`src/rtl/ddg_pkg.sv`:
```
package ddg_pkg;

    // Iteration count and angle precision
    localparam int CORDIC_ITERATIONS = 16;
    localparam int FRAC_BITS         = 16;

    localparam int POS_W   = 32;
    localparam int QUAT_W  = 16;
    localparam int GAIN_W  = 16;
    localparam int DATA_W  = 32;
    localparam int SHIFT_W = 5;

    // CORDIC vector width and angle widths
    localparam int CW        = 36;
    localparam int ANG_W     = FRAC_BITS + 4;
    localparam int ERR_W     = ANG_W + 1;
    localparam int ANG_SHIFT = 30 - FRAC_BITS;

    localparam logic [31:0] PI_Q30 = 32'd3373259426;
    localparam logic signed [ANG_W-1:0] PI_ANG      = ANG_W'(PI_Q30 >> ANG_SHIFT);
    localparam logic signed [ANG_W-1:0] HALF_PI_ANG = ANG_W'((PI_Q30 >> 1) >> ANG_SHIFT);

    localparam logic signed [33:0] ONE_Q28     = 34'sd268435456;
    localparam logic signed [30:0] INV_GAIN    = 31'sd652032874;
    localparam logic signed [15:0] HALF_BASE   = 16'sd24009;
    localparam logic signed [21:0] INV_RADIUS  = 22'sd1057032;

    localparam logic [31:0] ATAN_Q30 [32] = '{
        32'h3243F6A8, 32'h1DAC6705, 32'h0FADBAFC, 32'h07F56EA6, 32'h03FEAB76,
        32'h01FFD55B, 32'h00FFFAAA, 32'h007FFF55, 32'h003FFFEA, 32'h001FFFFD,
        32'h000FFFFF, 32'h0007FFFF, 32'h0003FFFF, 32'h0001FFFF, 32'h0000FFFF,
        32'h00007FFF, 32'h00003FFF, 32'h00001FFF, 32'h00000FFF, 32'h000007FF,
        32'h000003FF, 32'h000001FF, 32'h000000FF, 32'h0000007F, 32'h0000003F,
        32'h0000001F, 32'h0000000F, 32'h00000008, 32'h00000004, 32'h00000002,
        32'h00000001, 32'h00000000
    };

    typedef enum logic [1:0] {
        REG_TARGET_X,
        REG_TARGET_Y,
        REG_GAIN_LINEAR,
        REG_GAIN_ANGULAR
    } reg_index_t;

    typedef struct packed {
        logic signed [POS_W-1:0]  pos_x;
        logic signed [POS_W-1:0]  pos_y;
        logic signed [QUAT_W-1:0] quat_w;
        logic signed [QUAT_W-1:0] quat_x;
        logic signed [QUAT_W-1:0] quat_y;
        logic signed [QUAT_W-1:0] quat_z;
    } pose_t;

    typedef struct packed {
        logic signed [DATA_W-1:0] right_wheel_speed;
        logic signed [DATA_W-1:0] left_wheel_speed;
        logic                     clipped;
    } wheel_t;

    typedef struct packed {
        logic signed [POS_W-1:0] target_x;
        logic signed [POS_W-1:0] target_y;
        logic [GAIN_W-1:0]       gain_linear;
        logic [GAIN_W-1:0]       gain_angular;
    } cfg_t;

    typedef struct packed {
        logic signed [CW-1:0]    x;
        logic signed [CW-1:0]    y;
        logic signed [ANG_W-1:0] z;
        logic                    zero;
    } vec_t;

    typedef struct packed {
        vec_t yaw;
        vec_t goal;
    } cordic_t;

    function automatic logic signed [ANG_W-1:0] atan_ang(input logic [SHIFT_W-1:0] i);
        return ANG_W'(ATAN_Q30[i] >> ANG_SHIFT);
    endfunction

endpackage

```
`src/rtl/ddg_cell.sv`:
```
module ddg_cell (
    input  logic                          clk,
    input  logic                          rst_n,
    input  logic [ddg_pkg::SHIFT_W-1:0]   step,
    input  logic                          in_valid,
    output logic                          in_ready,
    input  ddg_pkg::cordic_t              in_data,
    output logic                          out_valid,
    input  logic                          out_ready,
    output ddg_pkg::cordic_t              out_data
);
    import ddg_pkg::*;

    logic    valid_reg;
    cordic_t data_reg;
    cordic_t data_next;

    // One vectoring micro-rotation: drive y toward zero
    function automatic vec_t rotate(input vec_t v, input logic [SHIFT_W-1:0] s);
        vec_t                    r;
        logic signed [CW-1:0]    dx;
        logic signed [CW-1:0]    dy;
        logic signed [ANG_W-1:0] a;
        dx = v.y >>> s;
        dy = v.x >>> s;
        a  = atan_ang(s);
        r  = v;
        if (v.y > 0)
        begin
            r.x = v.x + dx;
            r.y = v.y - dy;
            r.z = v.z + a;
        end
        else
        begin
            r.x = v.x - dx;
            r.y = v.y + dy;
            r.z = v.z - a;
        end
        return r;
    endfunction

    always_comb
    begin
        data_next.yaw  = rotate(in_data.yaw, step);
        data_next.goal = rotate(in_data.goal, step);
    end

    assign in_ready = !valid_reg || out_ready;

    // Hold valid
    always_ff @(posedge clk or negedge rst_n)
    begin
        if (!rst_n)
        begin
            valid_reg <= 1'b0;
        end
        else if (in_ready)
        begin
            valid_reg <= in_valid;
        end
    end

    // Advance vectors
    always_ff @(posedge clk)
    begin
        if (in_ready)
        begin
            data_reg <= data_next;
        end
    end

    assign out_valid = valid_reg;
    assign out_data  = data_reg;

endmodule

```
`config.mk`:
```
export PLATFORM = sky130hd
export DESIGN_NAME = ddg_cell
export DESIGN_NICKNAME = d
export VERILOG_FILES = /design/src/rtl/ddg_pkg.sv /design/src/rtl/ddg_cell.sv
export SDC_FILE = /design/constraint.sdc
export NUM_CORES = 1
export LEC_CHECK = 0
export ABC_AREA = 1
export BUFFER_PORTS_ARGS = -buffer_cell sky130_fd_sc_hd__buf_2
export CAP_MARGIN = 20
export CORE_ASPECT_RATIO = 1.4
export CORE_MARGIN = 5
export CORE_UTILIZATION = 40
export DETAILED_ROUTE_END_ITERATION = 8
export GPL_TIMING_DRIVEN = 0
export PLACE_DENSITY = 0.6
export SLEW_MARGIN = 40
export SYNTH_ARGS = -nofsm -noshare
export SYNTH_HDL_FRONTEND = slang
export SYNTH_SLANG_ARGS = --single-unit
export TNS_END_PERCENT = 100
```
`constraint.sdc`:
```
create_clock -name clk -period 29.9 [get_ports clk]
set_input_delay 8.97 -clock clk [delete_from_list [all_inputs] [get_ports clk]]
set_output_delay 8.97 -clock clk [all_outputs]
set_load 0.1 [all_outputs]
```
Word-level counts from Yosys, hierarchy flattened --
Memory sizes are Yosys's and may differ from the RTL's. Index checks and enable logic that the tools add are counted.
Operators by class: reductions and logical operators 2, bitwise operators 1, mux-type cells 4, shift-type cells 4, $lt $le $gt $ge 3, add/sub/neg operators 12
Operators by type and width (count):
- $mux W92 | 2
- $add A36 B36 Y36 | 4
- $sshr A36 B5 Y36 | 4
- $sub A36 B36 Y36 | 4
- $gt A36 B1 Y1 const B | 2
- $mux W32 | 2
- $add A20 B19 Y20 | 2
- $sub A20 B19 Y20 | 2
- $ge A6 B6 Y1 const B | 1
- $not A5 Y6 | 1
- $logic_not A1 Y1 | 1
- $logic_or A1 B1 Y1 | 1
Word-level totals: output and inout port bits 188, memories kept 1, logic and storage cells 36, ROM bits 1024, flip-flop bits (word level) 187
Memory list:
- (no name shown) | words 32, bits a word 32, read ports 1, clocked after memory_dff 0, wr ports 0, RTL line ddg_pkg.sv:80 | return ANG_W'(ATAN_Q30[i] >> ANG_SHIFT);

Depth between registers and ports, before layout --
depth after elaboration 6, gate-level depth with buffers 37

Worst setup path before layout --
Ideal clock, no wire load.
path type input -> output, start point in out_ready, end point out in_ready, path slack 7.384 ns, cell stages on the path 2, data arrival time 13.546 ns, cell sequence inv_1 > nand2_1
Between the ends: cells in the longest elaborated chain, start to end 1
Ends and longest elaborated chain:
- start, declared | RTL line ddg_cell.sv:9 | input logic out_ready,
- $logic_or A1 B1 Y1 | RTL line ddg_cell.sv:49 | assign in_ready = !valid_reg || out_ready;
- end, declared | RTL line ddg_cell.sv:6 | output logic in_ready,
No other way between the ends.

Worst setup path after layout --
Same ends and word-level chain as after synthesis.

==> metrics.yaml <==
clock_network:
  cts_tree: "built"
  cts.sinks: 187
  cts_resized: 0
  cts_made_buffers: 17
  insertion_delay_ps: 530
  postCtsSetupBuffers: 0
  clockRootBuffer: "clkbuf_16"
  clockBufferDepth: 2
  path_clk_slew_ps: 80
  cts_max_level: 4
  cts_hold_buf: 0
place:
  io_buffer_count: 375
  place_area_um2: 31500
  dp_hpwl_um: 132000
  gp_congestion: 1.18
synth:
  syn-cell-area_um2: 28300
  synth_seq_cells: 187
  netlist_top_cells_count: "nand2_1, nand3_1, inv_1"
  synth-async-reset-ratio_pct: 0.535
  dominantRegCellSynth: "edfxtp_1"
  syn-num-nets: 5080
  synth_edf_count: 186
  synth_sequential_area_ratio_pct: 19.8
  synth_most_common_cell: "nand2_1"
  synth_area_leaders: "nand2_1, edfxtp_1, nand3_1, ha_1, inv_1"
  syn_area_per_cell_um2: 6.03
  yosysWarnings: 0
  synthDistinctLibCells: 49
  yosys.area.top_type: "nand2_1"
  synth_top_area_share_pct: 20.8
  synth_cells: 4690
critical_path:
  crit_type: "input pin to output port"
  cp.required_ps: 20930
  regToRegSetupSlack_ps: 28140
  slowest_delay_ps: 480
  critPathSlowestCell: "buf_2"
  path_max_fanout: 44
  worstPathArrival_ps: 10600
  end_kind: "output port"
  worstPathCellList: "buf_2 > inv_1 > nand2_4 > buf_12 > buf_12 > buf_2"
  crit_path_start_kind: "input pin"
timing:
  setup_violations: 0
  rsz0062_at_grt: "no"
  worstMarginPinSlew_ps: 992
  maxSlewViolCount: 0
  slew_headroom_pct: 33.9
  hold_viol: 0
  finalSetupTns_ps: 0
  period_share_pct: 65.5
  fin_worst_skew_ps: 15.5
  period_needed_ps: 19570
  fmax_mhz: 51.1
floorplanning:
  rows: 115
  core_um2: 70200
  pin_count: 383
  start_util_pct: 40.3
  chipWidth_um: 235
  die_area_um2: 76200
  die_h_um: 325
global_route:
  grt_max_degree: 45
  grt_pass1_wl_um: 233000
  grt_pass1_vias: 34000
  overflow: 0
  antenna_found_initial: 7
  track_usage_pct: 41.3
finish:
  fillers: 7886
  area_delta_synth_final_pct: 13.6
  stdcell_area_um2: 32100
  drive_gt1_share_pct: 12.2
  final_nets: 5478
routing:
  drc: 0
  drt_wl_total_um: 165000
  ant_nets: 0
  num_vias: 35700
  drt_pre_antenna_iters: 7
  drt_iter0_drc: 3978
  vias_per_cell: 5.91
  post_drt_wl_per_cell_um: 27.4
outcome:
  status: "complete, no violations"
power:
  power_density_nw_per_um2: 66.9
  ir_worst_vdd_uv: 84.5
  p_leak_nw: 16.4
flow_run:
  cap_viol_max_count: 0
hold_path:
  worstHoldPathType: "register to register"
[critical path: cells and delay by family]
family | cells | cell delay (ps)
buffers and inverters | 5 | 1160
and+or+nand+nor | 1 | 360
[placed cells by master, fill, tap and decap left out, types with 81 or more instances in the layout]
cell type  count
inv_1        428
nand2_1     1565
nor2_1       334
nand3_1      784
xor2_1       172
o21ai_0      167
xnor2_1       81
ha_1         189
a21oi_1      253
edfxtp_1     186
buf_2        467
[metal layers]
metal,up-vias,global-route usage [%],share of wire [%]
li1,16500,-,-
met1,16400,45.7,35
met2,2131,67.6,45
met3,709,9.40,9.2
met4,6,34.1,11
met5,-,0,0.021
[registers in the layout, summed over array words and instances, names as in the netlist]
register	count
out_data	186
out_valid	1
[through the flow]
stage	hold WS (ps)	std cells	power (mW)	setup slack, ps	util (%)
after global routing	997	6038	2.25	10260	45.7
final	952	6043	2.15	10330	45.7
after floorplan	5480	4690	1.54	7380	-
after CTS	958	6037	2.13	10340	45.7
after global placement	5460	6001	1.88	5120	44.6
after detailed placement	938	6005	1.87	10340	44.8
[where the power goes]
| part | internal, mW | switching [mW] | total (mW) |
|---|---|---|---|
| registers | 0.402 | 0.0192 | 0.421 |
| clock network | 0.128 | 0.127 | 0.255 |
| logic | 0.295 | 1.18 | 1.47 |
| total | 0.825 | 1.32 | 2.15 |
[logic make-up (layout without fill, tap and decap cells)]
kind of cell,Yosys count,count (layout),synth area share (%)
xor+xnor,253,253,7.84
other cells,0,6,0
fa+ha+maj,195,195,8.79
simple gates,2846,2846,42.9
compound gates,590,590,11.7
buf+inv,619,1030,8.99
flops,187,187,19.8
[final timing paths]
kind	start	endpoint	cells after the start
worst max-delay path	out_ready	in_ready	6
min in group asynchronous	rst_n	out_valid	1
worst max register to register	out_valid	out_data[124]	3
worst min register to register	out_valid	out_data[86]	1
max in group asynchronous	rst_n	out_valid	1
worst min-delay path	out_valid	out_data[86]	1
[area by class of cell]
type	instances	area [um2]	area share (%)
Tap cell	936	1170	3.65
Sequential cell	187	5610	17.5
Antenna cell	6	15.0	0.0468
Timing Repair Buffer	379	1960	6.09
Clock inverter	15	203	0.631
Buffer	173	920	2.86
Multi-Input combinational cell	3884	20100	62.7
Inverter	446	1680	5.23
Clock buffer	17	425	1.32
No activity file was read; power rests on OpenSTA's default activity.
