**src/rtl/ddg_pkg.sv**
```systemverilog
package ddg_pkg;

    // Iteration count and angle precision
    localparam int CORDIC_ITERATIONS = 16;
    localparam int FRAC_BITS         = 16;

    localparam int POS_W   = 32;
    localparam int QUAT_W  = 16;
    localparam int GAIN_W  = 16;
    localparam int DATA_W  = 32;
    localparam int SHIFT_W = 5;

    // CORDIC vector width and angle widths
    localparam int CW        = 36;
    localparam int ANG_W     = FRAC_BITS + 4;
    localparam int ERR_W     = ANG_W + 1;
    localparam int ANG_SHIFT = 30 - FRAC_BITS;

    localparam logic [31:0] PI_Q30 = 32'd3373259426;
    localparam logic signed [ANG_W-1:0] PI_ANG      = ANG_W'(PI_Q30 >> ANG_SHIFT);
    localparam logic signed [ANG_W-1:0] HALF_PI_ANG = ANG_W'((PI_Q30 >> 1) >> ANG_SHIFT);

    localparam logic signed [33:0] ONE_Q28     = 34'sd268435456;
    localparam logic signed [30:0] INV_GAIN    = 31'sd652032874;
    localparam logic signed [15:0] HALF_BASE   = 16'sd24009;
    localparam logic signed [21:0] INV_RADIUS  = 22'sd1057032;

    localparam logic [31:0] ATAN_Q30 [32] = '{
        32'h3243F6A8, 32'h1DAC6705, 32'h0FADBAFC, 32'h07F56EA6, 32'h03FEAB76,
        32'h01FFD55B, 32'h00FFFAAA, 32'h007FFF55, 32'h003FFFEA, 32'h001FFFFD,
        32'h000FFFFF, 32'h0007FFFF, 32'h0003FFFF, 32'h0001FFFF, 32'h0000FFFF,
        32'h00007FFF, 32'h00003FFF, 32'h00001FFF, 32'h00000FFF, 32'h000007FF,
        32'h000003FF, 32'h000001FF, 32'h000000FF, 32'h0000007F, 32'h0000003F,
        32'h0000001F, 32'h0000000F, 32'h00000008, 32'h00000004, 32'h00000002,
        32'h00000001, 32'h00000000
    };

    typedef enum logic [1:0] {
        REG_TARGET_X,
        REG_TARGET_Y,
        REG_GAIN_LINEAR,
        REG_GAIN_ANGULAR
    } reg_index_t;

    typedef struct packed {
        logic signed [POS_W-1:0]  pos_x;
        logic signed [POS_W-1:0]  pos_y;
        logic signed [QUAT_W-1:0] quat_w;
        logic signed [QUAT_W-1:0] quat_x;
        logic signed [QUAT_W-1:0] quat_y;
        logic signed [QUAT_W-1:0] quat_z;
    } pose_t;

    typedef struct packed {
        logic signed [DATA_W-1:0] right_wheel_speed;
        logic signed [DATA_W-1:0] left_wheel_speed;
        logic                     clipped;
    } wheel_t;

    typedef struct packed {
        logic signed [POS_W-1:0] target_x;
        logic signed [POS_W-1:0] target_y;
        logic [GAIN_W-1:0]       gain_linear;
        logic [GAIN_W-1:0]       gain_angular;
    } cfg_t;

    typedef struct packed {
        logic signed [CW-1:0]    x;
        logic signed [CW-1:0]    y;
        logic signed [ANG_W-1:0] z;
        logic                    zero;
    } vec_t;

    typedef struct packed {
        vec_t yaw;
        vec_t goal;
    } cordic_t;

    function automatic logic signed [ANG_W-1:0] atan_ang(input logic [SHIFT_W-1:0] i);
        return ANG_W'(ATAN_Q30[i] >> ANG_SHIFT);
    endfunction

endpackage

```
**src/rtl/ddg_prep.sv**
```systemverilog
module ddg_prep (
    input  logic             clk,
    input  logic             rst_n,
    input  ddg_pkg::cfg_t    cfg,
    input  logic             in_valid,
    output logic             in_ready,
    input  ddg_pkg::pose_t   in_data,
    output logic             out_valid,
    input  logic             out_ready,
    output ddg_pkg::cordic_t out_data
);
    import ddg_pkg::*;

    logic signed [31:0] wz_reg, xy_reg, yy_reg, zz_reg;
    logic signed [32:0] ex_reg, ey_reg;
    logic               va_reg, vb_reg;
    logic               en_a, en_b;
    logic signed [33:0] siny, cosy;
    cordic_t            out_reg;

    // Start a vector: flag the zero vector, rotate into the right half plane
    function automatic vec_t pre_rotate(input logic signed [CW-1:0] x,
                                        input logic signed [CW-1:0] y);
        vec_t v;
        v.zero = (x == '0) && (y == '0);
        v.x    = x;
        v.y    = y;
        v.z    = '0;
        if (x < 0)
        begin
            if (y >= 0)
            begin
                v.x = y;
                v.y = -x;
                v.z = HALF_PI_ANG;
            end
            else
            begin
                v.x = -y;
                v.y = x;
                v.z = -HALF_PI_ANG;
            end
        end
        return v;
    endfunction

    assign en_b     = !vb_reg || out_ready;
    assign en_a     = !va_reg || en_b;
    assign in_ready = en_a;

    // Form yaw terms from the quaternion
    always_comb
    begin
        siny = (34'(wz_reg) + 34'(xy_reg)) <<< 1;
        cosy = ONE_Q28 - ((34'(yy_reg) + 34'(zz_reg)) <<< 1);
    end

    // Hold stage valid bits
    always_ff @(posedge clk or negedge rst_n)
    begin
        if (!rst_n)
        begin
            va_reg <= 1'b0;
            vb_reg <= 1'b0;
        end
        else
        begin
            if (en_a)
            begin
                va_reg <= in_valid;
            end
            if (en_b)
            begin
                vb_reg <= va_reg;
            end
        end
    end

    // Advance products, position error and first vectors
    always_ff @(posedge clk)
    begin
        if (en_a)
        begin
            wz_reg <= in_data.quat_w * in_data.quat_z;
            xy_reg <= in_data.quat_x * in_data.quat_y;
            yy_reg <= in_data.quat_y * in_data.quat_y;
            zz_reg <= in_data.quat_z * in_data.quat_z;
            ex_reg <= 33'(cfg.target_x) - 33'(in_data.pos_x);
            ey_reg <= 33'(cfg.target_y) - 33'(in_data.pos_y);
        end
        if (en_b)
        begin
            out_reg.yaw  <= pre_rotate(CW'(cosy), CW'(siny));
            out_reg.goal <= pre_rotate(CW'(ex_reg), CW'(ey_reg));
        end
    end

    assign out_valid = vb_reg;
    assign out_data  = out_reg;

endmodule

```
**config.mk**
```make
export PLATFORM = sky130hd
export DESIGN_NAME = ddg_prep
export DESIGN_NICKNAME = d
export VERILOG_FILES = /design/src/rtl/ddg_pkg.sv /design/src/rtl/ddg_prep.sv
export SDC_FILE = /design/constraint.sdc
export NUM_CORES = 2
export LEC_CHECK = 0
export ABC_AREA = 1
export CORE_ASPECT_RATIO = 1.25
export CORE_MARGIN = 4
export CORE_UTILIZATION = 40
export DETAILED_ROUTE_END_ITERATION = 12
export DONT_BUFFER_PORTS = 1
export GPL_TIMING_DRIVEN = 0
export PLACE_DENSITY_LB_ADDON = 0.12
export SYNTH_ARGS = -nofsm -noshare
export SYNTH_HDL_FRONTEND = slang
export SYNTH_SLANG_ARGS = --single-unit
```
**constraint.sdc**
```tcl
create_clock -name clk -period 15.6 [get_ports clk]
set_clock_uncertainty 0.15 [all_clocks]
set_input_delay 0.78 -clock clk [delete_from_list [all_inputs] [get_ports clk]]
set_output_delay 0.78 -clock clk [all_outputs]
set_load 0.005 [all_outputs]
```
# Word level (Yosys, flattened, before mapping)
# Index checks and enable logic that the tools add are counted.
# totals
register_bits	382
inputBits	228
# op_classes
multipliers	4
reduce_logical	10
muxes	4
magnitude_cmp	4
addsub	9
# op_table
operator	count
92-bit two-way mux	4
36-bit logical NOT	4
16-bit by 16-bit multiplier with 32-bit output	4
33-bit negator with 36-bit output	2
34-bit negator with 36-bit output	2
32-bit by 32-bit adder with 33-bit output	2
32-bit by 32-bit subtractor with 33-bit output	2
34-bit by 1-bit >= comparator with 1-bit output (second input constant)	1
34-bit by 1-bit less-than comparator with 1-bit output (second input constant)	1
30-bit by 34-bit subtractor with 34-bit output (first input constant)	1
33-bit by 1-bit >= comparator with 1-bit output (second input constant)	1
33-bit by 1-bit less-than comparator with 1-bit output (second input constant)	1
1-bit logical AND	2
1-bit logical NOT	2
1-bit logical OR	2

# Depth between registers and ports, before layout
# depth
ltp_word	5
mapped_depth	32
depth_no_buf	30

# Worst setup path before layout
# Ideal clock, no wire load.
# synth_timing
kind	in2reg
start	in out_ready
end	reg ex_reg[0], enable pin
t_required_ps	13413
setup_time_ps	2037
path_buffers	0
arrival_time_ps	5152
path_slack_ps	8261
cell_stages	2
path_cell_list	inv_1 > nand3_1
# synth_via
elab_chain_len	2
# synth_rtl
element	line_no	text
start: declaration	ddg_prep.sv:9	input logic out_ready,
1-bit logical OR	ddg_prep.sv:47	assign en_b = !vb_reg || out_ready;
1-bit logical OR	ddg_prep.sv:48	assign en_a = !va_reg || en_b;
via in_ready	ddg_prep.sv:6	output logic in_ready,
end signal: assignment	ddg_prep.sv:88	ex_reg <= 33'(cfg.target_x) - 33'(in_data.pos_x);
end: declaration	ddg_prep.sv:15	logic signed [32:0] ex_reg, ey_reg;
# The timed path passes the listed nets, and every way through them passes these cells.
# A chain may end at the register's enable or synchronous reset.

# Worst setup path in the final report
# layout_timing
start	in in_data[21] (netlist name)
end	reg yy_reg[28] (data pin)
# layout_via
elab_chain_len	1
# layout_rtl
element	line_no	text
start: declaration	ddg_prep.sv:7	input ddg_pkg::pose_t in_data,
16-bit by 16-bit multiplier with 32-bit output	ddg_prep.sv:86	yy_reg <= in_data.quat_y * in_data.quat_y;
end signal: assignment	ddg_prep.sv:86	
end: declaration	ddg_prep.sv:14	logic signed [31:0] wz_reg, xy_reg, yy_reg, zz_reg;
# No other way between the ends.

==> qor.yml <==
critical_path:
  start_kind: "primary input"
  crit_type: "in -> reg"
  reg2regPathDepth: 21
  critPathMaxFanout: 10
  cp.arrival_ns: 7.96
  r2r_slack_ns: 11.04
  worstReg2RegStart: "zz_reg[21]$_DFFE_PP_"
  r2r-end: "out_data[158]$_DFFE_PP_"
  worstSetupEndpointType: "flip-flop"
  required_ns: 15.84
outcome:
  outcome: "finished, final reports clean"
timing:
  clock.fmax_ghz: 0.130
  drv_slew: 0
  rsz0062_at_grt: "no"
  max_slew.worst_pin.slew_ns: 1.31
  finalHoldViolCount: 0
  setup_tns_ns: 0
  final.period_utilization: 0.495
  post-route-min-period_ns: 7.72
  relSlewSlack: 0.121
  finalSetupViolCount: 0
synth:
  synthFlopType: "edfxtp_1"
  synth_area_um2: 61500
  synth_edf_count: 342
  synth-seq-cells: 344
  synth_cell_types: 57
  seq_area_frac_synth: 0.168
  yosysWarnings: 0
  syn_inst: 7496
  avgSynthCellArea_um2: 8.20
  async_flop_share: 0.00581
routing:
  post_drt_via_cell_ratio: 4.99
  vias: 48000
  routed_wl_um: 193000
  drt-initial-drc-count: 3001
  drc: 0
  ant_nets: 0
  first_pass_iters: 6
  wl_per_cell_um: 20.0
cts:
  clkLatencyLatePin_ns: 0.61
  cts_tree: "yes"
  path_clk_slew_ns: 0.06
  cts.sinks: 344
  root_buffer: "clkbuf_16"
  clk_path_buf_depth: 3
  htree_levels: 2
  cts-buffers-inserted: 41
global_routing:
  antenna_found_initial: 14
  grt_overflow: 0
  grt_pass1_wl_um: 292000
  track_usage: 0.241
  grt_pass1_vias: 49600
  grt_max_degree: 67
final_layout:
  instances_no_fill: 9614
  synthToLayoutAreaGrowth_pct: 6.68
  largest_register_ffs: 150
  fillCellCount: 15800
  finalInstanceArea_um2: 65600
  postLayoutCoreUtil: 0.430
  layout-drive-gt1-share: 0.0278
  fin_nets: 9259
die:
  core-area_um2: 153000
  fp.dieW_um: 359
  initial_utilization: 0.403
  fp-row-count: 160
  fp.dieH_um: 446
  io_pins: 416
  die-area_um2: 160000
placed_design:
  hpwlAfterDp_um: 166000
  place_area_um2: 64200
  gp_congestion: 0.965
  dp.cells: 9533
  io_buffer_count: 0
hold_path:
  min_to: "va_reg$_DFFE_PN0P_"
  worstHoldStart: "in_valid"
  hp-class: "in -> reg"
  whs_path_depth: 2
run:
  cap_violations: 0
through the flow:
stage	hold slack (ns)	worst slack, ns
global route	0.109	7.54
finish	0.145	7.88
floorplan	0.274	8.26
global placement	0.291	4.46
detailed placement	0.295	7.35
CTS	0.0953	7.98
metal layers:
metal	GRT usage	up-vias	wire length, um
met5	0	-	80
met4	0.0866	12	7990
met3	0.0330	254	11500
met2	0.433	1385	97700
met1	0.295	23800	75400
li1	-	22500	-
area by class of cell:
cell class,instances,area (um2),area share
Clock buffer,47,1050,0.0160
Antenna cell,5,12.5,0.000191
Multi-Input combinational cell,4902,42600,0.649
Tap cell,2025,2530,0.0386
Timing Repair Buffer,7,168,0.00256
Inverter,2006,7530,0.115
Sequential cell,344,10300,0.157
Clock inverter,28,304,0.00463
Buffer,250,1110,0.0169
critical path, stage by stage:
cell      delay, ns
clkbuf_1       0.50
clkbuf_1       0.74
nand2_1        0.16
fa_1           0.56
inv_1          0.07
fa_1           0.53
ha_1           0.14
inv_1          0.05
fa_1           0.47
fa_1           0.54
inv_1          0.05
fa_1           0.43
ha_1           0.36
nand2_1        0.07
o21ai_0        0.52
a21oi_1        0.25
o21ai_0        0.40
a21boi_0       0.25
o21ai_0        0.35
a21boi_0       0.21
o21ai_0        0.23
xor2_1         0.26
cells in the mapped netlist, types with 4 or more instances:
master | instances | area, um2
inv_1 | 1995 | 7490
nand2_1 | 1662 | 6240
fa_1 | 995 | 19900
ha_1 | 484 | 6060
nor2_1 | 345 | 1290
edfxtp_1 | 342 | 10300
a21oi_1 | 279 | 1400
xor2_1 | 235 | 2060
o21ai_0 | 231 | 1160
clkbuf_1 | 198 | 743
nand3_1 | 190 | 951
xnor2_1 | 122 | 1070
a31oi_1 | 49 | 307
nor3_1 | 45 | 225
nand4_1 | 39 | 244
buf_4 | 36 | 270
nand2_2 | 22 | 138
nor2_2 | 18 | 113
or2_2 | 18 | 113
a21boi_0 | 17 | 128
a21o_1 | 17 | 128
o21bai_1 | 17 | 128
o211ai_1 | 12 | 90.1
o31ai_1 | 12 | 90.1
inv_2 | 10 | 37.5
buf_2 | 9 | 45.0
nand3_2 | 9 | 90.1
nor4_1 | 9 | 56.3
nand3b_1 | 8 | 60.1
a211oi_1 | 7 | 52.6
o21a_1 | 7 | 52.6
o21ai_1 | 7 | 35.0
o221ai_1 | 6 | 52.6
a31o_2 | 4 | 35.0
buf_1 | 4 | 15.0
cell families after synthesis:
| group | Yosys count | share of synthesized area |
|---|---|---|
| simple gates | 2378 | 0.157 |
| buf+inv | 2256 | 0.140 |
| fa+ha+maj | 1479 | 0.422 |
| compound gates | 681 | 0.0618 |
| xor+xnor | 357 | 0.0508 |
| flops | 344 | 0.168 |
| other cells | 1 | 0.0000610 |
layout by cell type (no fill, tap or decap), types with 39 or more instances in the layout:
cell and instances:
a21oi_1 279, a31oi_1 49, clkbuf_1 204, clkbuf_16 41, edfxtp_1 342, fa_1 995
ha_1 484, inv_1 1995, nand2_1 1661, nand3_1 189, nand4_1 39, nor2_1 345
nor3_1 45, o21ai_0 231, xnor2_1 122, xor2_1 235
what timing repair did:
item / in CTS / in global routing
endpoints found under the hold margin: 2 / 0
setup buffers: 0 / 0
hold buffers: 1 / 0
resized for setup: 0 / 0
worst max path at each step:
stage / startpoint / slack (ns) / cells past startpoint / to
after floorplan: out_ready / 8.26 / 2 / ex_reg[0]$_DFFE_PP_
after global placement: out_ready / 4.46 / 2 / ex_reg[27]$_DFFE_PP_
after detailed placement: in_data[4] / 7.35 / 26 / wz_reg[28]$_DFFE_PP_
after CTS: in_data[4] / 7.98 / 26 / wz_reg[28]$_DFFE_PP_
after global routing: in_data[21] / 7.54 / 22 / yy_reg[28]$_DFFE_PP_
final: in_data[21] / 7.88 / 22 / yy_reg[28]$_DFFE_PP_
Power is not shown: default switching activity piles up to over one toggle a cycle in this logic, so the estimate is an artifact.
